File: config.mk
export PLATFORM = sky130hd
export DESIGN_NAME = package_version_string_compare_unit_flat
export DESIGN_NICKNAME = d
export VERILOG_FILES = /design/src/sv/pvsc_pkg.sv /design/src/sv/pvsc_if.sv /design/src/sv/package_version_string_compare_unit.sv /design/src/sv/pvsc_ram.sv /design/src/sv/pvsc_datapath.sv /design/src/sv/pvsc_ctrl.sv /design/src/flat_wrapper.sv
export SDC_FILE = /design/constraint.sdc
export NUM_CORES = 2
export LEC_CHECK = 0
export ABC_AREA = 1
export BUFFER_PORTS_ARGS = -buffer_cell sky130_fd_sc_hd__buf_2
export CAP_MARGIN = 0
export CORE_MARGIN = 5
export CORE_UTILIZATION = 51
export DETAILED_ROUTE_END_ITERATION = 8
export HOLD_SLACK_MARGIN = 0.08
export PLACE_DENSITY_LB_ADDON = 0.3
export REMOVE_ABC_BUFFERS = 1
export SYNTH_ARGS = -nofsm -noshare
export SYNTH_HDL_FRONTEND = slang
export SYNTH_SLANG_ARGS = --single-unit
File: constraint.sdc
create_clock -name i_clk -period 11.2 [get_ports i_clk]
set_input_delay 1.12 -clock i_clk [delete_from_list [all_inputs] [get_ports i_clk]]
set_output_delay 1.12 -clock i_clk [all_outputs]
set_load 0.02 [all_outputs]
File: src/sv/pvsc_pkg.sv
// Shared types, character codes and helper functions of the version string comparator.
package pvsc_pkg;

    // Command codes of an input beat.
    localparam logic [1:0] CMD_APPEND_FIRST  = 2'd0;
    localparam logic [1:0] CMD_APPEND_SECOND = 2'd1;
    localparam logic [1:0] CMD_COMPARE       = 2'd2;
    localparam logic [1:0] CMD_UNUSED        = 2'd3;

    // Result codes.
    typedef logic signed [1:0] t_order;
    localparam t_order ORD_OLDER = 2'sb11;
    localparam t_order ORD_SAME  = 2'sb00;
    localparam t_order ORD_NEWER = 2'sb01;

    // Characters with a meaning of their own.
    localparam logic [7:0] CH_DOT    = 8'h2E;
    localparam logic [7:0] CH_UNDER  = 8'h5F;
    localparam logic [7:0] CH_DASH   = 8'h2D;
    localparam logic [7:0] CH_TILDE  = 8'h7E;
    localparam logic [7:0] CH_ZERO   = 8'h30;
    localparam logic [7:0] CH_LOWR   = 8'h72;

    // Part classes, listed in their tie-break order.
    typedef enum logic [2:0] {
        PART_DOT,
        PART_LETTER,
        PART_SUFFIX,
        PART_HASH,
        PART_REV,
        PART_END,
        PART_BAD
    } t_part;

    // Character run being scanned.
    typedef enum logic [1:0] {
        SCAN_LOWER,
        SCAN_DIGIT,
        SCAN_HEX
    } t_scan;

    // Sequencer states.
    typedef enum logic [3:0] {
        ST_IDLE,
        ST_FUZZY,
        ST_PART,
        ST_LEAD,
        ST_BODY,
        ST_REVDIG,
        ST_SCAN,
        ST_EVAL,
        ST_SAME,
        ST_DIFF,
        ST_ZERO,
        ST_ZERO_CHK,
        ST_NUM,
        ST_LEX_START,
        ST_LEX,
        ST_LEN
    } t_state;

    // Suffix words, right aligned, lowest rank first.
    localparam int WORD_COUNT = 9;
    localparam int WORD_MAX   = 5;
    localparam logic [2:0] WLEN_SAT = 3'd6;
    localparam logic [3:0] RANK_RELEASE_LAST = 4'd4;
    localparam logic [8*WORD_MAX-1:0] WORD_TEXT [WORD_COUNT] = '{
        "alpha", {8'h00, "beta"}, {16'h0000, "pre"}, {24'h000000, "rc"},
        {16'h0000, "cvs"}, {16'h0000, "svn"}, {16'h0000, "git"},
        {24'h000000, "hg"}, {32'h00000000, "p"}
    };
    localparam logic [2:0] WORD_LEN [WORD_COUNT] = '{
        3'd5, 3'd4, 3'd3, 3'd2, 3'd3, 3'd3, 3'd3, 3'd2, 3'd1
    };

    // Control from the sequencer to the text store.
    typedef struct packed {
        logic wr_first;
        logic wr_second;
        logic clear;
    } t_dp_cmd;

    // Status from the text store to the sequencer.
    typedef struct packed {
        logic [7:0] rd_first;
        logic [7:0] rd_second;
        logic       overflow;
    } t_dp_sts;

    function automatic logic is_digit(input logic [7:0] c);
        return c inside {[8'h30:8'h39]};
    endfunction

    function automatic logic is_lower(input logic [7:0] c);
        return c inside {[8'h61:8'h7A]};
    endfunction

    function automatic logic is_hex(input logic [7:0] c);
        return c inside {[8'h30:8'h39], [8'h61:8'h66]};
    endfunction

    // Class announced by a leading separator character.
    function automatic t_part lead_class(input logic [7:0] c);
        t_part k;
        case (c)
            CH_DOT:   k = PART_DOT;
            CH_UNDER: k = PART_SUFFIX;
            CH_DASH:  k = PART_REV;
            CH_TILDE: k = PART_HASH;
            default:  k = PART_BAD;
        endcase
        return k;
    endfunction

    // Rank 1..9 of a suffix word, 0 when the word is not known.
    function automatic logic [3:0] word_rank(input logic [8*WORD_MAX-1:0] text,
                                             input logic [2:0] len);
        logic [3:0] rank;
        rank = 4'd0;
        for (int k = 0; k < WORD_COUNT; k++) begin
            if (len == WORD_LEN[k] && text == WORD_TEXT[k]) begin
                rank = 4'(k + 1);
            end
        end
        return rank;
    endfunction

endpackage

File: src/sv/pvsc_if.sv
// Handshake channels for input beats and result beats.
interface pvsc_in_if;
    logic       valid;
    logic       ready;
    logic [1:0] command;
    logic [7:0] byte_value;
    modport source (output valid, output command, output byte_value, input ready);
    modport sink (input valid, input command, input byte_value, output ready);
endinterface

interface pvsc_out_if;
    logic              valid;
    logic              ready;
    logic signed [1:0] order;
    logic              overflow;
    modport source (output valid, output order, output overflow, input ready);
    modport sink (input valid, input order, input overflow, output ready);
endinterface

File: src/sv/package_version_string_compare_unit.sv
// Append beats return no result beat.
// A compare beat walks both buffers part by part, one byte at a time, and compares
// equal text and byte-wise text a byte pair at a time; each text buffer has a single
// read port.
// One item is in work at a time; a finished result waits in an output register.
// Synchronous active-low reset empties both buffers and clears the overflow flag.
module package_version_string_compare_unit #(
    parameter int MAX_LEN = 64
) (
    input logic        i_clk,
    input logic        i_rst_n,
    pvsc_in_if.sink    i_in,
    pvsc_out_if.source o_out
);
    localparam int LenW = $clog2(MAX_LEN + 1);
    localparam int AW   = $clog2(MAX_LEN);

    pvsc_pkg::t_dp_cmd w_dp_cmd;
    pvsc_pkg::t_dp_sts w_dp_sts;
    logic [LenW-1:0]   w_len_first, w_len_second;
    logic [AW-1:0]     w_raddr_first, w_raddr_second;

    pvsc_ctrl #(.MAX_LEN(MAX_LEN)) u_ctrl (
        .i_clk          (i_clk),
        .i_rst_n        (i_rst_n),
        .i_in_valid     (i_in.valid),
        .i_in_command   (i_in.command),
        .o_in_ready     (i_in.ready),
        .i_out_ready    (o_out.ready),
        .o_out_valid    (o_out.valid),
        .o_order        (o_out.order),
        .o_overflow     (o_out.overflow),
        .o_dp_cmd       (w_dp_cmd),
        .i_dp_sts       (w_dp_sts),
        .i_len_first    (w_len_first),
        .i_len_second   (w_len_second),
        .o_raddr_first  (w_raddr_first),
        .o_raddr_second (w_raddr_second)
    );

    pvsc_datapath #(.MAX_LEN(MAX_LEN)) u_datapath (
        .i_clk          (i_clk),
        .i_rst_n        (i_rst_n),
        .i_cmd          (w_dp_cmd),
        .i_byte         (i_in.byte_value),
        .i_raddr_first  (w_raddr_first),
        .i_raddr_second (w_raddr_second),
        .o_sts          (w_dp_sts),
        .o_len_first    (w_len_first),
        .o_len_second   (w_len_second)
    );

    // A new result beat always comes with both buffers emptied.
    a_result_clears: assert property (@(posedge i_clk) disable iff (!i_rst_n)
        $rose(o_out.valid) |-> (w_len_first == '0 && w_len_second == '0 && !w_dp_sts.overflow))
        else $error("buffers not cleared with result");

    // An accepted append to a first buffer with room grows it by one byte.
    a_append_grows: assert property (@(posedge i_clk) disable iff (!i_rst_n)
        (i_in.valid && i_in.ready && i_in.command == pvsc_pkg::CMD_APPEND_FIRST
         && w_len_first != LenW'(MAX_LEN))
        |=> (w_len_first == LenW'($past(w_len_first) + 1'b1)))
        else $error("append did not grow first buffer");

    // An append to a full second buffer raises the overflow flag.
    a_full_overflows: assert property (@(posedge i_clk) disable iff (!i_rst_n)
        (i_in.valid && i_in.ready && i_in.command == pvsc_pkg::CMD_APPEND_SECOND
         && w_len_second == LenW'(MAX_LEN))
        |=> w_dp_sts.overflow)
        else $error("dropped byte did not set overflow");
endmodule

File: src/sv/pvsc_ram.sv
// Generic single-write, single-read RAM with a registered read port.
module pvsc_ram #(
    parameter int WIDTH = 8,
    parameter int DEPTH = 64
) (
    input  logic                     i_clk,
    input  logic                     i_we,
    input  logic [$clog2(DEPTH)-1:0] i_waddr,
    input  logic [WIDTH-1:0]         i_wdata,
    input  logic [$clog2(DEPTH)-1:0] i_raddr,
    output logic [WIDTH-1:0]         o_rdata
);
    logic [WIDTH-1:0] r_mem [DEPTH];
    logic [WIDTH-1:0] r_rdata;

    // Write and registered read.
    always_ff @(posedge i_clk) begin
        if (i_we) begin
            r_mem[i_waddr] <= i_wdata;
        end
        r_rdata <= r_mem[i_raddr];
    end

    assign o_rdata = r_rdata;
endmodule

File: src/sv/pvsc_datapath.sv
// Text store: both string buffers, their lengths and the overflow flag.
module pvsc_datapath #(
    parameter int MAX_LEN = 64
) (
    input  logic                           i_clk,
    input  logic                           i_rst_n,
    input  pvsc_pkg::t_dp_cmd              i_cmd,
    input  logic [7:0]                     i_byte,
    input  logic [$clog2(MAX_LEN)-1:0]     i_raddr_first,
    input  logic [$clog2(MAX_LEN)-1:0]     i_raddr_second,
    output pvsc_pkg::t_dp_sts              o_sts,
    output logic [$clog2(MAX_LEN+1)-1:0]   o_len_first,
    output logic [$clog2(MAX_LEN+1)-1:0]   o_len_second
);
    localparam int LW = $clog2(MAX_LEN + 1);
    localparam int AW = $clog2(MAX_LEN);
    localparam logic [LW-1:0] FULL = LW'(MAX_LEN);

    logic [LW-1:0] r_len_first, r_len_second;
    logic          r_overflow;
    logic          we_first, we_second;
    logic [7:0]    rd_first, rd_second;

    assign we_first  = i_cmd.wr_first && (r_len_first != FULL);
    assign we_second = i_cmd.wr_second && (r_len_second != FULL);

    // Lengths and overflow; a compare clears them.
    always_ff @(posedge i_clk) begin
        if (!i_rst_n || i_cmd.clear) begin
            r_len_first  <= '0;
            r_len_second <= '0;
            r_overflow   <= 1'b0;
        end else begin
            if (we_first) begin
                r_len_first <= r_len_first + LW'(1);
            end
            if (we_second) begin
                r_len_second <= r_len_second + LW'(1);
            end
            if ((i_cmd.wr_first && !we_first) || (i_cmd.wr_second && !we_second)) begin
                r_overflow <= 1'b1;
            end
        end
    end

    pvsc_ram #(.WIDTH(8), .DEPTH(MAX_LEN)) u_first_text (
        .i_clk   (i_clk),
        .i_we    (we_first),
        .i_waddr (r_len_first[AW-1:0]),
        .i_wdata (i_byte),
        .i_raddr (i_raddr_first),
        .o_rdata (rd_first)
    );

    pvsc_ram #(.WIDTH(8), .DEPTH(MAX_LEN)) u_second_text (
        .i_clk   (i_clk),
        .i_we    (we_second),
        .i_waddr (r_len_second[AW-1:0]),
        .i_wdata (i_byte),
        .i_raddr (i_raddr_second),
        .o_rdata (rd_second)
    );

    assign o_sts.rd_first  = rd_first;
    assign o_sts.rd_second = rd_second;
    assign o_sts.overflow  = r_overflow;
    assign o_len_first     = r_len_first;
    assign o_len_second    = r_len_second;
endmodule

File: src/sv/pvsc_ctrl.sv
// Sequencer: splits both strings into parts and orders them byte by byte.
module pvsc_ctrl #(
    parameter int MAX_LEN = 64
) (
    input  logic                           i_clk,
    input  logic                           i_rst_n,
    input  logic                           i_in_valid,
    input  logic [1:0]                     i_in_command,
    output logic                           o_in_ready,
    input  logic                           i_out_ready,
    output logic                           o_out_valid,
    output logic signed [1:0]              o_order,
    output logic                           o_overflow,
    output pvsc_pkg::t_dp_cmd              o_dp_cmd,
    input  pvsc_pkg::t_dp_sts              i_dp_sts,
    input  logic [$clog2(MAX_LEN+1)-1:0]   i_len_first,
    input  logic [$clog2(MAX_LEN+1)-1:0]   i_len_second,
    output logic [$clog2(MAX_LEN)-1:0]     o_raddr_first,
    output logic [$clog2(MAX_LEN)-1:0]     o_raddr_second
);
    localparam int LW = $clog2(MAX_LEN + 1);
    localparam int AW = $clog2(MAX_LEN);
    localparam int WB = 8 * pvsc_pkg::WORD_MAX;

    pvsc_pkg::t_state r_state, n_state;
    logic             r_sel, n_sel;
    logic             r_initial, n_initial;
    logic [LW-1:0]    r_pos [2], n_pos [2];
    logic [LW-1:0]    r_ps [2], n_ps [2];
    logic [LW-1:0]    r_pe [2], n_pe [2];
    logic [LW-1:0]    r_lend [2], n_lend [2];
    pvsc_pkg::t_part  r_cls [2], n_cls [2];
    logic [3:0]       r_rank [2], n_rank [2];
    logic             r_z0 [2], n_z0 [2];
    logic             r_fz [2], n_fz [2];
    pvsc_pkg::t_part  r_c, n_c;
    logic [LW-1:0]    r_q, n_q;
    logic [LW-1:0]    r_p, n_p;
    logic [LW-1:0]    r_i, n_i;
    pvsc_pkg::t_scan  r_scan, n_scan;
    logic [WB-1:0]    r_wbuf, n_wbuf;
    logic [2:0]       r_wlen, n_wlen;
    logic             r_out_valid, n_out_valid;
    pvsc_pkg::t_order r_order, n_order;
    logic             r_out_ovf, n_out_ovf;

    logic [AW-1:0]    w_raddr [2];
    logic             accept, finish, part_done, next_part, zero_next;
    pvsc_pkg::t_order res, res_final;
    logic [7:0]       d_sel;
    logic [LW-1:0]    len_sel, pos_sel, lead_q, q_next, pp, i_nx, n1, n2, m;
    logic [LW-1:0]    addr_first_nx, addr_second_nx;
    pvsc_pkg::t_part  lead_cls, c1, c2;
    logic             lead_digit_first, scan_pred;

    // Values of the selected string and common sums.
    assign d_sel            = r_sel ? i_dp_sts.rd_second : i_dp_sts.rd_first;
    assign len_sel          = r_sel ? i_len_second : i_len_first;
    assign pos_sel          = r_pos[r_sel];
    assign lead_digit_first = r_initial && pvsc_pkg::is_digit(d_sel);
    assign lead_cls         = lead_digit_first ? pvsc_pkg::PART_DOT
                                               : pvsc_pkg::lead_class(d_sel);
    assign lead_q           = lead_digit_first ? pos_sel : pos_sel + LW'(1);
    assign q_next           = r_q + LW'(1);
    assign i_nx             = r_i + LW'(1);
    assign n1               = r_pe[0] - r_ps[0];
    assign n2               = r_pe[1] - r_ps[1];
    assign m                = (n1 < n2) ? n1 : n2;
    assign addr_first_nx    = r_ps[0] + i_nx;
    assign addr_second_nx   = r_ps[1] + i_nx;
    assign c1               = r_cls[0];
    assign c2               = r_cls[1];
    assign accept           = i_in_valid && o_in_ready;

    // Character test of the run being scanned.
    always_comb begin
        case (r_scan)
            pvsc_pkg::SCAN_LOWER: scan_pred = pvsc_pkg::is_lower(d_sel);
            pvsc_pkg::SCAN_DIGIT: scan_pred = pvsc_pkg::is_digit(d_sel);
            pvsc_pkg::SCAN_HEX:   scan_pred = pvsc_pkg::is_hex(d_sel);
            default:              scan_pred = 1'b0;
        endcase
        pp = scan_pred ? r_p + LW'(1) : r_p;
    end

    // Order when the parts differ in class, or one side has run out.
    always_comb begin
        if (c1 == c2) begin
            res_final = pvsc_pkg::ORD_SAME;
        end else if ((r_fz[0] && c1 == pvsc_pkg::PART_END)
                     || (r_fz[1] && c2 == pvsc_pkg::PART_END)) begin
            res_final = pvsc_pkg::ORD_SAME;
        end else if (c1 == pvsc_pkg::PART_SUFFIX && r_rank[0] != 4'd0
                     && r_rank[0] <= pvsc_pkg::RANK_RELEASE_LAST) begin
            res_final = pvsc_pkg::ORD_OLDER;
        end else if (c2 == pvsc_pkg::PART_SUFFIX && r_rank[1] != 4'd0
                     && r_rank[1] <= pvsc_pkg::RANK_RELEASE_LAST) begin
            res_final = pvsc_pkg::ORD_NEWER;
        end else if (c1 == pvsc_pkg::PART_DOT || c2 == pvsc_pkg::PART_BAD) begin
            res_final = pvsc_pkg::ORD_NEWER;
        end else if (c2 == pvsc_pkg::PART_DOT || c1 == pvsc_pkg::PART_BAD
                     || c1 == pvsc_pkg::PART_END) begin
            res_final = pvsc_pkg::ORD_OLDER;
        end else if (c2 == pvsc_pkg::PART_END) begin
            res_final = pvsc_pkg::ORD_NEWER;
        end else if (c1 > c2) begin
            res_final = pvsc_pkg::ORD_OLDER;
        end else begin
            res_final = pvsc_pkg::ORD_NEWER;
        end
    end

    // Next state and datapath control.
    always_comb begin
        n_state     = r_state;
        n_sel       = r_sel;
        n_initial   = r_initial;
        n_pos       = r_pos;
        n_ps        = r_ps;
        n_pe        = r_pe;
        n_lend      = r_lend;
        n_cls       = r_cls;
        n_rank      = r_rank;
        n_z0        = r_z0;
        n_fz        = r_fz;
        n_c         = r_c;
        n_q         = r_q;
        n_p         = r_p;
        n_i         = r_i;
        n_scan      = r_scan;
        n_wbuf      = r_wbuf;
        n_wlen      = r_wlen;
        n_out_valid = r_out_valid;
        n_order     = r_order;
        n_out_ovf   = r_out_ovf;
        w_raddr[0]  = '0;
        w_raddr[1]  = '0;
        o_dp_cmd    = '0;
        finish      = 1'b0;
        part_done   = 1'b0;
        next_part   = 1'b0;
        zero_next   = 1'b0;
        res         = pvsc_pkg::ORD_SAME;

        case (r_state)
            pvsc_pkg::ST_IDLE: begin
                if (accept) begin
                    case (i_in_command)
                        pvsc_pkg::CMD_APPEND_FIRST:  o_dp_cmd.wr_first = 1'b1;
                        pvsc_pkg::CMD_APPEND_SECOND: o_dp_cmd.wr_second = 1'b1;
                        pvsc_pkg::CMD_COMPARE:       n_state = pvsc_pkg::ST_FUZZY;
                        default: ;
                    endcase
                end
            end

            // A leading tilde makes a string fuzzy and is skipped.
            pvsc_pkg::ST_FUZZY: begin
                n_fz[0]   = (i_len_first != '0) && (i_dp_sts.rd_first == pvsc_pkg::CH_TILDE);
                n_fz[1]   = (i_len_second != '0) && (i_dp_sts.rd_second == pvsc_pkg::CH_TILDE);
                n_pos[0]  = n_fz[0] ? LW'(1) : '0;
                n_pos[1]  = n_fz[1] ? LW'(1) : '0;
                n_initial = 1'b1;
                n_sel     = 1'b0;
                n_state   = pvsc_pkg::ST_PART;
            end

            // Start of a part: end of string or fetch of the lead byte.
            pvsc_pkg::ST_PART: begin
                if (pos_sel >= len_sel) begin
                    n_cls[r_sel] = pvsc_pkg::PART_END;
                    n_ps[r_sel]  = pos_sel;
                    n_pe[r_sel]  = pos_sel;
                    part_done    = 1'b1;
                end else begin
                    w_raddr[r_sel] = pos_sel[AW-1:0];
                    n_state        = pvsc_pkg::ST_LEAD;
                end
            end

            // Lead byte: a letter part, or a separator that names the class.
            pvsc_pkg::ST_LEAD: begin
                if (pvsc_pkg::is_lower(d_sel)) begin
                    n_cls[r_sel] = pvsc_pkg::PART_LETTER;
                    n_ps[r_sel]  = pos_sel;
                    n_pe[r_sel]  = pos_sel + LW'(1);
                    part_done    = 1'b1;
                end else if (lead_q >= len_sel) begin
                    n_cls[r_sel] = pvsc_pkg::PART_BAD;
                    n_ps[r_sel]  = pos_sel;
                    n_pe[r_sel]  = pos_sel;
                    part_done    = 1'b1;
                end else begin
                    n_c            = lead_cls;
                    n_q            = lead_q;
                    n_ps[r_sel]    = lead_q;
                    w_raddr[r_sel] = lead_q[AW-1:0];
                    n_state        = pvsc_pkg::ST_BODY;
                end
            end

            // First byte after the separator decides the run to scan.
            pvsc_pkg::ST_BODY: begin
                if (r_c == pvsc_pkg::PART_DOT && pvsc_pkg::is_digit(d_sel)) begin
                    n_z0[r_sel]    = (d_sel == pvsc_pkg::CH_ZERO);
                    n_p            = r_q;
                    n_scan         = pvsc_pkg::SCAN_DIGIT;
                    w_raddr[r_sel] = r_q[AW-1:0];
                    n_state        = pvsc_pkg::ST_SCAN;
                end else if (r_c == pvsc_pkg::PART_SUFFIX && pvsc_pkg::is_lower(d_sel)) begin
                    n_p            = r_q;
                    n_scan         = pvsc_pkg::SCAN_LOWER;
                    n_wbuf         = '0;
                    n_wlen         = '0;
                    w_raddr[r_sel] = r_q[AW-1:0];
                    n_state        = pvsc_pkg::ST_SCAN;
                end else if (r_c == pvsc_pkg::PART_REV && d_sel == pvsc_pkg::CH_LOWR
                             && q_next < len_sel) begin
                    w_raddr[r_sel] = q_next[AW-1:0];
                    n_state        = pvsc_pkg::ST_REVDIG;
                end else if (r_c == pvsc_pkg::PART_HASH && pvsc_pkg::is_hex(d_sel)) begin
                    n_p            = r_q;
                    n_scan         = pvsc_pkg::SCAN_HEX;
                    w_raddr[r_sel] = r_q[AW-1:0];
                    n_state        = pvsc_pkg::ST_SCAN;
                end else begin
                    n_cls[r_sel] = pvsc_pkg::PART_BAD;
                    n_ps[r_sel]  = pos_sel;
                    n_pe[r_sel]  = pos_sel;
                    part_done    = 1'b1;
                end
            end

            // A revision needs a digit right after the 'r'.
            pvsc_pkg::ST_REVDIG: begin
                if (pvsc_pkg::is_digit(d_sel)) begin
                    n_p            = q_next;
                    n_scan         = pvsc_pkg::SCAN_DIGIT;
                    w_raddr[r_sel] = q_next[AW-1:0];
                    n_state        = pvsc_pkg::ST_SCAN;
                end else begin
                    n_cls[r_sel] = pvsc_pkg::PART_BAD;
                    n_ps[r_sel]  = pos_sel;
                    n_pe[r_sel]  = pos_sel;
                    part_done    = 1'b1;
                end
            end

            // One byte of a run per cycle; suffix letters feed the word buffer.
            pvsc_pkg::ST_SCAN: begin
                if (scan_pred && r_scan == pvsc_pkg::SCAN_LOWER) begin
                    if (r_wlen < 3'(pvsc_pkg::WORD_MAX)) begin
                        n_wbuf = {r_wbuf[WB-9:0], d_sel};
                    end
                    if (r_wlen < pvsc_pkg::WLEN_SAT) begin
                        n_wlen = r_wlen + 3'd1;
                    end
                end
                if (scan_pred && pp < len_sel) begin
                    n_p            = pp;
                    w_raddr[r_sel] = pp[AW-1:0];
                end else if (r_scan == pvsc_pkg::SCAN_LOWER) begin
                    n_lend[r_sel] = pp;
                    n_rank[r_sel] = pvsc_pkg::word_rank(n_wbuf, n_wlen);
                    if (pp < len_sel) begin
                        n_scan         = pvsc_pkg::SCAN_DIGIT;
                        n_p            = pp;
                        w_raddr[r_sel] = pp[AW-1:0];
                    end else begin
                        n_cls[r_sel] = r_c;
                        n_pe[r_sel]  = pp;
                        part_done    = 1'b1;
                    end
                end else begin
                    n_cls[r_sel] = r_c;
                    n_pe[r_sel]  = pp;
                    part_done    = 1'b1;
                end
            end

            // Both parts known: stop on a class mismatch, else test for equal text.
            pvsc_pkg::ST_EVAL: begin
                if (c1 != c2 || c1 == pvsc_pkg::PART_BAD || c1 == pvsc_pkg::PART_END) begin
                    res    = res_final;
                    finish = 1'b1;
                end else begin
                    n_pos[0] = r_pe[0];
                    n_pos[1] = r_pe[1];
                    if (n1 == n2) begin
                        if (n1 == '0) begin
                            next_part = 1'b1;
                        end else begin
                            n_i        = '0;
                            w_raddr[0] = r_ps[0][AW-1:0];
                            w_raddr[1] = r_ps[1][AW-1:0];
                            n_state    = pvsc_pkg::ST_SAME;
                        end
                    end else begin
                        n_state = pvsc_pkg::ST_DIFF;
                    end
                end
            end

            pvsc_pkg::ST_SAME: begin
                if (i_dp_sts.rd_first != i_dp_sts.rd_second) begin
                    n_state = pvsc_pkg::ST_DIFF;
                end else begin
                    n_i = i_nx;
                    if (i_nx == n1) begin
                        next_part = 1'b1;
                    end else begin
                        w_raddr[0] = addr_first_nx[AW-1:0];
                        w_raddr[1] = addr_second_nx[AW-1:0];
                    end
                end
            end

            // Parts differ: order by suffix rank, or pick numeric or byte-wise ordering.
            pvsc_pkg::ST_DIFF: begin
                case (c1)
                    pvsc_pkg::PART_REV: begin
                        n_ps[0] = r_ps[0] + LW'(1);
                        n_ps[1] = r_ps[1] + LW'(1);
                        n_sel   = 1'b0;
                        n_state = pvsc_pkg::ST_ZERO;
                    end
                    pvsc_pkg::PART_SUFFIX: begin
                        if (r_rank[0] != r_rank[1]) begin
                            res    = (r_rank[0] < r_rank[1]) ? pvsc_pkg::ORD_OLDER
                                                             : pvsc_pkg::ORD_NEWER;
                            finish = 1'b1;
                        end else begin
                            n_ps[0] = r_lend[0];
                            n_ps[1] = r_lend[1];
                            n_sel   = 1'b0;
                            n_state = pvsc_pkg::ST_ZERO;
                        end
                    end
                    pvsc_pkg::PART_DOT: begin
                        if (r_initial || (!r_z0[0] && !r_z0[1])) begin
                            n_sel   = 1'b0;
                            n_state = pvsc_pkg::ST_ZERO;
                        end else begin
                            n_state = pvsc_pkg::ST_LEX_START;
                        end
                    end
                    default: n_state = pvsc_pkg::ST_LEX_START;
                endcase
            end

            // Leading zeros are skipped, first string then second.
            pvsc_pkg::ST_ZERO: begin
                if (r_ps[r_sel] < r_pe[r_sel]) begin
                    w_raddr[r_sel] = r_ps[r_sel][AW-1:0];
                    n_state        = pvsc_pkg::ST_ZERO_CHK;
                end else begin
                    zero_next = 1'b1;
                end
            end

            pvsc_pkg::ST_ZERO_CHK: begin
                if (d_sel == pvsc_pkg::CH_ZERO) begin
                    n_ps[r_sel] = r_ps[r_sel] + LW'(1);
                    n_state     = pvsc_pkg::ST_ZERO;
                end else begin
                    zero_next = 1'b1;
                end
            end

            // More significant digits win.
            pvsc_pkg::ST_NUM: begin
                if (n1 != n2) begin
                    res    = (n1 < n2) ? pvsc_pkg::ORD_OLDER : pvsc_pkg::ORD_NEWER;
                    finish = 1'b1;
                end else begin
                    n_state = pvsc_pkg::ST_LEX_START;
                end
            end

            pvsc_pkg::ST_LEX_START: begin
                n_i = '0;
                if (m == '0) begin
                    n_state = pvsc_pkg::ST_LEN;
                end else begin
                    w_raddr[0] = r_ps[0][AW-1:0];
                    w_raddr[1] = r_ps[1][AW-1:0];
                    n_state    = pvsc_pkg::ST_LEX;
                end
            end

            // Byte-wise compare over the common length.
            pvsc_pkg::ST_LEX: begin
                if (i_dp_sts.rd_first != i_dp_sts.rd_second) begin
                    res    = (i_dp_sts.rd_first < i_dp_sts.rd_second) ? pvsc_pkg::ORD_OLDER
                                                                      : pvsc_pkg::ORD_NEWER;
                    finish = 1'b1;
                end else begin
                    n_i = i_nx;
                    if (i_nx == m) begin
                        n_state = pvsc_pkg::ST_LEN;
                    end else begin
                        w_raddr[0] = addr_first_nx[AW-1:0];
                        w_raddr[1] = addr_second_nx[AW-1:0];
                    end
                end
            end

            // A shorter prefix is older.
            pvsc_pkg::ST_LEN: begin
                if (n1 != n2) begin
                    res    = (n1 < n2) ? pvsc_pkg::ORD_OLDER : pvsc_pkg::ORD_NEWER;
                    finish = 1'b1;
                end else begin
                    next_part = 1'b1;
                end
            end

            default: n_state = pvsc_pkg::ST_IDLE;
        endcase

        // Sequencing shared by several states.
        if (part_done) begin
            if (!r_sel) begin
                n_sel   = 1'b1;
                n_state = pvsc_pkg::ST_PART;
            end else begin
                n_state = pvsc_pkg::ST_EVAL;
            end
        end
        if (zero_next) begin
            if (!r_sel) begin
                n_sel   = 1'b1;
                n_state = pvsc_pkg::ST_ZERO;
            end else begin
                n_state = pvsc_pkg::ST_NUM;
            end
        end
        if (next_part) begin
            n_initial = 1'b0;
            n_sel     = 1'b0;
            n_state   = pvsc_pkg::ST_PART;
        end

        // Result register: load on finish, free on a taken beat.
        if (finish) begin
            n_out_valid    = 1'b1;
            n_order        = res;
            n_out_ovf      = i_dp_sts.overflow;
            o_dp_cmd.clear = 1'b1;
            n_state        = pvsc_pkg::ST_IDLE;
        end else if (r_out_valid && i_out_ready) begin
            n_out_valid = 1'b0;
        end
    end

    // Control registers.
    always_ff @(posedge i_clk) begin
        if (!i_rst_n) begin
            r_state     <= pvsc_pkg::ST_IDLE;
            r_out_valid <= 1'b0;
        end else begin
            r_state     <= n_state;
            r_out_valid <= n_out_valid;
        end
    end

    // Working registers.
    always_ff @(posedge i_clk) begin
        r_sel     <= n_sel;
        r_initial <= n_initial;
        r_pos     <= n_pos;
        r_ps      <= n_ps;
        r_pe      <= n_pe;
        r_lend    <= n_lend;
        r_cls     <= n_cls;
        r_rank    <= n_rank;
        r_z0      <= n_z0;
        r_fz      <= n_fz;
        r_c       <= n_c;
        r_q       <= n_q;
        r_p       <= n_p;
        r_i       <= n_i;
        r_scan    <= n_scan;
        r_wbuf    <= n_wbuf;
        r_wlen    <= n_wlen;
        r_order   <= n_order;
        r_out_ovf <= n_out_ovf;
    end

    assign o_in_ready     = (r_state == pvsc_pkg::ST_IDLE) && (!r_out_valid || i_out_ready);
    assign o_out_valid    = r_out_valid;
    assign o_order        = r_order;
    assign o_overflow     = r_out_ovf;
    assign o_raddr_first  = w_raddr[0];
    assign o_raddr_second = w_raddr[1];
endmodule
File: src/flat_wrapper.sv
// flat-port wrapper written by rule: the top's interface ports become plain ports
module package_version_string_compare_unit_flat 
#(
    parameter int MAX_LEN = 64
)
  (i_clk, i_rst_n, i_in_valid, i_in_command, i_in_byte_value, i_in_ready, o_out_valid, o_out_order, o_out_overflow, o_out_ready);
  pvsc_in_if i_in_i ();
  pvsc_out_if o_out_i ();
  input logic i_clk;
  input logic i_rst_n;
  input wire logic [$bits(i_in_i.valid)-1:0] i_in_valid;
  input wire logic [$bits(i_in_i.command)-1:0] i_in_command;
  input wire logic [$bits(i_in_i.byte_value)-1:0] i_in_byte_value;
  output wire logic [$bits(i_in_i.ready)-1:0] i_in_ready;
  output wire logic [$bits(o_out_i.valid)-1:0] o_out_valid;
  output wire logic [$bits(o_out_i.order)-1:0] o_out_order;
  output wire logic [$bits(o_out_i.overflow)-1:0] o_out_overflow;
  input wire logic [$bits(o_out_i.ready)-1:0] o_out_ready;
  assign i_in_i.valid = i_in_valid;
  assign i_in_i.command = i_in_command;
  assign i_in_i.byte_value = i_in_byte_value;
  assign i_in_ready = i_in_i.ready;
  assign o_out_valid = o_out_i.valid;
  assign o_out_order = o_out_i.order;
  assign o_out_overflow = o_out_i.overflow;
  assign o_out_i.ready = o_out_ready;
  package_version_string_compare_unit #(.MAX_LEN(MAX_LEN)) u_core (.i_clk(i_clk), .i_rst_n(i_rst_n), .i_in(i_in_i), .o_out(o_out_i));
endmodule
# Yosys cells after proc, flatten, opt, wreduce, memory -nomap -nowiden
# Memory sizes are Yosys's and may differ from the RTL's. A register that Yosys moved wholly into a read port is not among the register bits.
# Cells that the tools add are included.
# word_totals
ram_bits,1024
latchBits,0
memories,2
wordCells,534
romBits,0
reg_bits,168
# classes
n_reduce_logical,91
multipliers,0
shift,0
div_mod_pow,0
magnitude_cmp,20
n_eq_ne,117
mux,237
addsub,14
n_bitwise,20
# memory_table
memory,depth,width,rd,rd_clocked_by_memory_dff,wr,line_no,text
u_core.u_datapath.u_first_text.r_mem,64,8,1,1,1,pvsc_ram.sv:13,logic [WIDTH-1:0] r_mem [DEPTH];
u_core.u_datapath.u_second_text.r_mem,64,8,1,1,1,pvsc_ram.sv:13,
# op_table
op,n
2-to-1 mux 14 bit,22
2-to-1 mux 12 bit,20
2-to-1 mux 40 bit,5
2-to-1 mux 7 bit,26
"equality test 40 x 23 -> 1 bit, second input constant",4
2-to-1 mux 4 bit,34
case mux 12 bit (10 select lines),1
bitwise mux 14 bit,7
case mux 14 bit (6 select lines),1
"equality test 40 x 15 -> 1 bit, second input constant",2
case mux 40 bit (2 select lines),1
bitwise AND 12 bit,6
2-to-1 mux 6 bit,12
"!= test 5 bit, second input constant",14
case mux 14 bit (5 select lines),1
"adder 7 x 1 -> 7 bit, second input constant",9
"!= test 4 bit, second input constant",14
case mux 14 bit (2 select lines),2
case mux 4 bit (14 select lines),1
2-to-1 mux 2 bit,27
2-to-1 mux 1 bit,44
case mux 7 bit (3 select lines),2
"equality test 40 x 31 -> 1 bit, second input constant",1
"equality test 40 x 39 -> 1 bit, second input constant",1
94 further kinds,242

# Longest topological paths before layout
# depth
word_depth,23
ltp_mapped,37
depth_no_buf,35

# Hierarchy
# A second synthesis with hierarchy kept.
# unflattened
hier_cells,5723
hier_area_um2,57542.7
# modules_own_cells
mod,cells_per_inst,n_inst,area_each_um2,seq_area_each_um2
pvsc_ram,1822,2,21291.7,15534.9
pvsc_ctrl,1935,1,13942.1,4524.3
pvsc_datapath,144,1,1017.2,300.3

# Least setup slack after synthesis
# No wires, ideal clock.
# synth_timing
path_type,flip-flop to flip-flop
from,reg u_core.u_ctrl.r_sel
to,reg u_core.u_ctrl.r_ps[0] (netlist bit) (enable)
setup_slack_ps,4465
setup_time_ps,463
path_stages_with_launch,22
period_less_slack_ps,6735
arrival_time_ps,6272
n_path_buf,11
path_cell_list,dfxtp_1 buf_6 buf_4 buf_2 buf_2 buf_1 buf_2 buf_2 buf_1 buf_2 clkbuf_1 clkbuf_1 o21ai_0 ha_1 nand3_1 nand2_1 a21oi_1 o21bai_1 nand2_1 nand3_1 nand3_2 a2111oi_0
# synth_between
elab_chain_len,7
# synth_rtl
element,line_no,text
"start, declared",pvsc_ctrl.sv:26,"logic r_sel, n_sel;"
"start signal, assigned",pvsc_ctrl.sv:469,r_sel <= n_sel;
inverter 1 -> 2 bit (not written as such) / 2-to-1 mux 8 bit (equally long branches),"pvsc_ctrl.sv:59, pvsc_ctrl.sv:57",
2-to-1 mux 7 bit (not written as such) (tied with other cells) (2 in series),pvsc_ctrl.sv:59,assign pos_sel = r_pos[r_sel];
2-to-1 mux 7 bit (not written as such) / nonzero test 2 bit (equally long branches),"pvsc_ctrl.sv:59, pvsc_pkg.sv:99",
greater-or-equal comparator 7 bit / logical AND 1 bit (equally long branches),"pvsc_ctrl.sv:170, pvsc_ctrl.sv:221",
!= test 2 bit (no line),--,
AND reduction 10 bit (no line) *,--,
"end signal, assigned",pvsc_ctrl.sv:472,r_ps <= n_ps;
"end, declared",pvsc_ctrl.sv:29,"logic [LW-1:0] r_ps [2], n_ps [2];"
# Mark *: on every way between the ends. The rest lies on a longest branch, timed or not. The select of a mux whose other input is x is not followed.
# A chain may end at the register's enable or synchronous reset.

# Worst setup path after layout
# layout_timing
from,reg u_core.u_ctrl.r_sel
to,"reg u_core.u_datapath.u_second_text.r_rdata[5], in the netlist u_core.u_datapath.u_second_text.o_rdata[5] (read register of u_core.u_datapath.u_second_text.r_mem)"
# layout_between
elab_chain_len,11
# layout_rtl
element,line_no,text
2-to-1 mux 8 bit *,pvsc_ctrl.sv:57,assign d_sel = r_sel ? i_dp_sts.rd_second : i_dp_sts.rd_first;
greater-or-equal comparator 8 x 6 -> 1 bit (tied with other cells),"pvsc_pkg.sv:91, pvsc_pkg.sv:99",
logical AND 1 bit (on tied branches),"pvsc_pkg.sv:91, pvsc_pkg.sv:99",
nonzero test 2 bit,pvsc_pkg.sv:99,"return c inside {[8'h30:8'h39], [8'h61:8'h66]};"
case mux 1 bit (3 select lines) *,pvsc_ctrl.sv:77,case (r_scan)
2-to-1 mux 7 bit *,pvsc_ctrl.sv:83,pp = scan_pred ? r_p + LW'(1) : r_p;
named net u_core.u_ctrl.pp[4],pvsc_ctrl.sv:51,"logic [LW-1:0] len_sel, pos_sel, lead_q, q_next, pp, i_nx, n1, n2, m;"
< comparator 7 bit / bitwise AND 12 bit (equally long branches),--,
2-to-1 mux 12 bit,pvsc_ctrl.sv:265,if (pp < len_sel) begin
2-to-1 mux 12 bit,pvsc_ctrl.sv:262,end else if (r_scan == pvsc_pkg::SCAN_LOWER) begin
2-to-1 mux 12 bit *,pvsc_ctrl.sv:259,if (scan_pred && pp < len_sel) begin
case mux 12 bit (10 select lines) *,pvsc_ctrl.sv:145,case (r_state)
"end, declared",pvsc_ram.sv:14,logic [WIDTH-1:0] r_rdata;
# The timed path passes the listed nets; every way through them passes the cells marked *. The select of a mux whose other input is x is not followed.

==> run_results.csv <==
group,metric,value,unit
run_status,status,"finished, final reports clean",
sta,fmax,123,MHz
pwr,p_seq_share,43.7,%
pwr,irDropWorstVdd,156,µV
pwr,p_sw_share,31.5,%
clocking,post_cts_buffers,0,
clocking,ctsLongestPathBuffers,3,
die,core_area,118000,µm²
clocking,clockRootBuffer,"clkbuf_16",
logic_synthesis,ys_ff_latch,1208,
setup_path,cp.arrival,8710,ps
placement,dp_hpwl,111000,µm
final_layout,fillCellCount,10000,
placement,post-place-cells,7566,
global_route,grt_pass1_vias,43500,
sta,setup_violations,0,
setup_path,critical_path.startpoint_type,"flip-flop",
routing,drtIter0Drc,5848,
global_route,grt_start_max_net_pins,223,
clocking,cts_resized,0,
logic_synthesis,ys_seq_area_share,59.3,%
global_route,grt.busiest_layer,"met2",
die,fp.dieH,354,µm
clocking,clk_pin_slew_worst_paths,70,ps
final_layout,diodes,0,
final_layout,final_util,55.7,%
setup_path,r2r_setup_slack,3100,ps
logic_synthesis,yosysUniqueCellTypes,69,
hold_path,hold_path_end,"u_core.u_ctrl.o_out_valid$_SDFFE_PN0P_",
routing,totalWireLength,177000,µm
sta,relSlewSlack,18.3,%
setup_path,cp_slowest_stage_delay,950,ps
sta,min_period,8100,ps
sta,grt_setup_unrepaired,"no",
routing,drc,0,
final_layout,multi_input_area,19600,µm²
sta,timing.final.crit_share,72.3,%
pwr,p_int,8.23,mW
setup_path,crit_type,"reg -> reg",
final_layout,instances_no_fill,7797,
sta,final-max-slew-violation-count,0,
sta,hold_violations,0,
pwr,pwr-share-comb,21.5,%
clocking,htree_num_levels,3,
logic_synthesis,synth_top_area_share,58.1,%
clocking,clk_latency,740,ps
routing,avgViaCountPerCell,5.89,
logic_synthesis,synth_edf_count,1170,
logic_synthesis,syn_inst,6271,
clocking,cts_tree,"built",
die,fp-row-count,126,
routing,vias,45900,
clocking,cts_buffers,121,
logic_synthesis,async_flop_share,0,%
sta,worstMarginPinSlew,1220,ps
die,die_width,354,µm
final_layout,register_area,35900,µm²
pwr,p_switching,3.79,mW
placement,io_buffers,18,
logic_synthesis,yosysWarnings,0,
global_route,grt_use_met2,43.0,%
global_route,grt_antenna_before_repair,2,
clocking,cts.sinks,1208,
global_route,grt_pass1_wl,265000,µm
clocking,cts_hold_buf,0,
setup_path,cp_slowest_cell,"dfxtp_4",
final_layout,nets,6259,
pwr,power_density,183,nW/µm²
hold_path,hold_start,"u_core.u_ctrl.o_out_valid$_SDFFE_PN0P_",
setup_path,cp_max_fo,93,
hold_path,holdPathStages,2,
die,io-pin-count,19,
global_route,grt_use_met1,37.0,%
setup_path,critPathMostFrequentCell,"nand2_1",
setup_path,cp-end-kind,"flip-flop",
job,maxCapViolCount,0,
sta,skew,38.5,ps
setup_path,crit-reg2reg-launch,"u_core.u_ctrl.r_sel$_SDFF_PP0_",
setup_path,rr_endpoint,"u_core.u_datapath.u_second_text.o_rdata[5]$_DFF_P_",
global_route,grtUsageTotal,27.3,%
final_layout,final_layout_size_suffix_gt1_share,5.35,%
setup_path,required,11810,ps
pwr,leakagePower,26.1,nW
logic_synthesis,ys_top_cells_by_area,"edfxtp_1 (58%), nand3_1 (9.9%), nand2_1 (6.7%), inv_1 (5.9%), nand3b_1 (4.6%)",
routing,avgRoutedWirePerCell,22.7,µm
global_route,overflow,0,
die,start_util,51.3,%
logic_synthesis,syn_area,60500,µm²
pwr,p_clk_share,34.8,%
routing,drt-pass1-iter-count,7,
routing,ant_nets,0,
die,die-area,126000,µm²
hold_path,hold_path_class,"reg -> reg",
final_layout,layout-area-overhead-vs-synth,8.61,%
logic_synthesis,yosysTopAreaCell,"edfxtp_1",
global_route,use_met3,4.60,%
placement,gp_congestion,1.03,
setup_path,reg2regPathDepth,29,
logic_synthesis,synthFlopType,"edfxtp_1",
logic_synthesis,synth.avg_cell_area,9.65,µm²
[through the flow]
step	setup slack [ps]	hold slack (ps)	TNS [ps]	instance area, µm²	total power [mW]
after floorplan	-12970	410	-129680	59000	6.95
after detailed placement	3270	473	0	61600	7.85
after global placement	3360	463	0	61600	7.83
after CTS	3250	481	0	65700	12.0
after global routing	2460	529	0	65700	12.5
final	3100	483	0	65700	12.0
[registers in the layout (all words and copies together) (netlist names), 8 cells and up]
signal                                   cells
u_core.u_datapath.u_second_text.o_rdata      8
u_core.u_ctrl.r_wbuf                        40
u_core.u_datapath.u_first_text.r_mem       512
u_core.u_ctrl.r_ps                          14
u_core.u_datapath.u_second_text.r_mem      512
u_core.u_ctrl.r_pe                          14
u_core.u_ctrl.r_lend                        14
u_core.u_datapath.u_first_text.o_rdata       8
u_core.u_ctrl.r_pos                         14
u_core.u_ctrl.r_rank                         8
[layout by cell type, fill, tap and decap left out, types with 8 or more instances in the layout]
cell type      n
nand3_1     1199
edfxtp_1    1170
nand2_1     1078
inv_1        944
nor2_1       427
nand3b_1     368
o21ai_0      137
clkbuf_16    124
a21oi_1      110
ha_1          88
buf_4         63
nor3_1        56
nand4_1       48
xor2_1        38
dfxtp_1       37
clkbuf_1      29
clkinv_1      27
clkinv_2      21
o211ai_1      18
a31oi_1       17
bufinv_16     15
inv_2         14
nand2_2       14
nor4_1        13
o221ai_1      13
o2111ai_1     11
buf_2         10
o31ai_1        9
nand2_4        8
a22oi_1        8
o22ai_1        8
clkinvlp_4     8
[power by group through the flow]
stage	Clock (mW)	Combinational (mW)	Sequential, mW
after floorplan	0	1.68	5.26
after global placement	0	2.48	5.35
after detailed placement	0	2.50	5.34
after CTS	4.22	2.52	5.25
after global routing	4.43	2.82	5.26
final	4.19	2.58	5.26
[layout make-up]
class	count	area share, %
tap	1536	2.92
clock buffer	158	4.99
inverter	970	5.55
sequential	1208	54.6
timing repair buffer	77	0.917
clock inverter	73	1.24
multi-input combinational	3775	29.8
[worst max-delay path, delay by kind of cell (launching register included)]
family          cells  cell delay, ps
compound gates      4            1500
xor+xnor            1             290
fa+ha+maj           1             320
buf+inv             5            1950
flops               1             950
simple gates       18            2800
[worst max-delay path by stage]
stage | cells past startpoint | to | slack [ps] | from
2_1_floorplan | 21 | u_core.u_datapath.u_first_text.o_rdata[7]$_DFF_P_ | -12970 | u_core.u_ctrl.r_sel$_SDFF_PP0_
3_3_place_gp | 29 | u_core.u_datapath.u_second_text.o_rdata[5]$_DFF_P_ | 3360 | u_core.u_ctrl.r_sel$_SDFF_PP0_
3_5_place_dp | 29 | u_core.u_datapath.u_second_text.o_rdata[5]$_DFF_P_ | 3270 | u_core.u_ctrl.r_sel$_SDFF_PP0_
4_1_cts | 29 | u_core.u_datapath.u_second_text.o_rdata[5]$_DFF_P_ | 3250 | u_core.u_ctrl.r_sel$_SDFF_PP0_
5_1_grt | 29 | u_core.u_datapath.u_second_text.o_rdata[5]$_DFF_P_ | 2460 | u_core.u_ctrl.r_sel$_SDFF_PP0_
6_report | 29 | u_core.u_datapath.u_second_text.o_rdata[5]$_DFF_P_ | 3100 | u_core.u_ctrl.r_sel$_SDFF_PP0_
[cell usage after synthesis, drive strengths merged, types with 4 or more instances]
master,instances
nand4,49
clkbuf,98
nand2,1101
a31oi,17
a21oi,113
clkinv,9
or2,8
fa,4
edfxtp,1170
o221ai,13
buf,220
nor4,15
o21ai,146
a221oi,7
dfxtp,38
o211ai,18
a2111oi,7
inv,961
nor2,435
a22oi,8
a32oi,4
xor2,38
o311ai,5
o2111ai,13
nand3,1201
nand3b,368
o31ai,9
xnor2,7
ha,88
a211oi,8
nor3,57
o22ai,8
[layer usage]
layer | up-vias | part of all wire (%)
met5 | - | 0
met4 | 0 | 5.5
met3 | 477 | 9.1
met2 | 2371 | 46
met1 | 21900 | 40
li1 | 21100 | -
[cells by family after synthesis]
logic type | count (synthesis) | share of synthesized area [%]
flops | 1208 | 59.3
xor+xnor | 45 | 0.651
mux | 1 | 0.0165
fa+ha+maj | 92 | 1.95
buf+inv | 1288 | 8.55
simple gates | 3242 | 25.5
compound gates | 395 | 4.00
No activity file was read; power rests on OpenSTA's default activity.
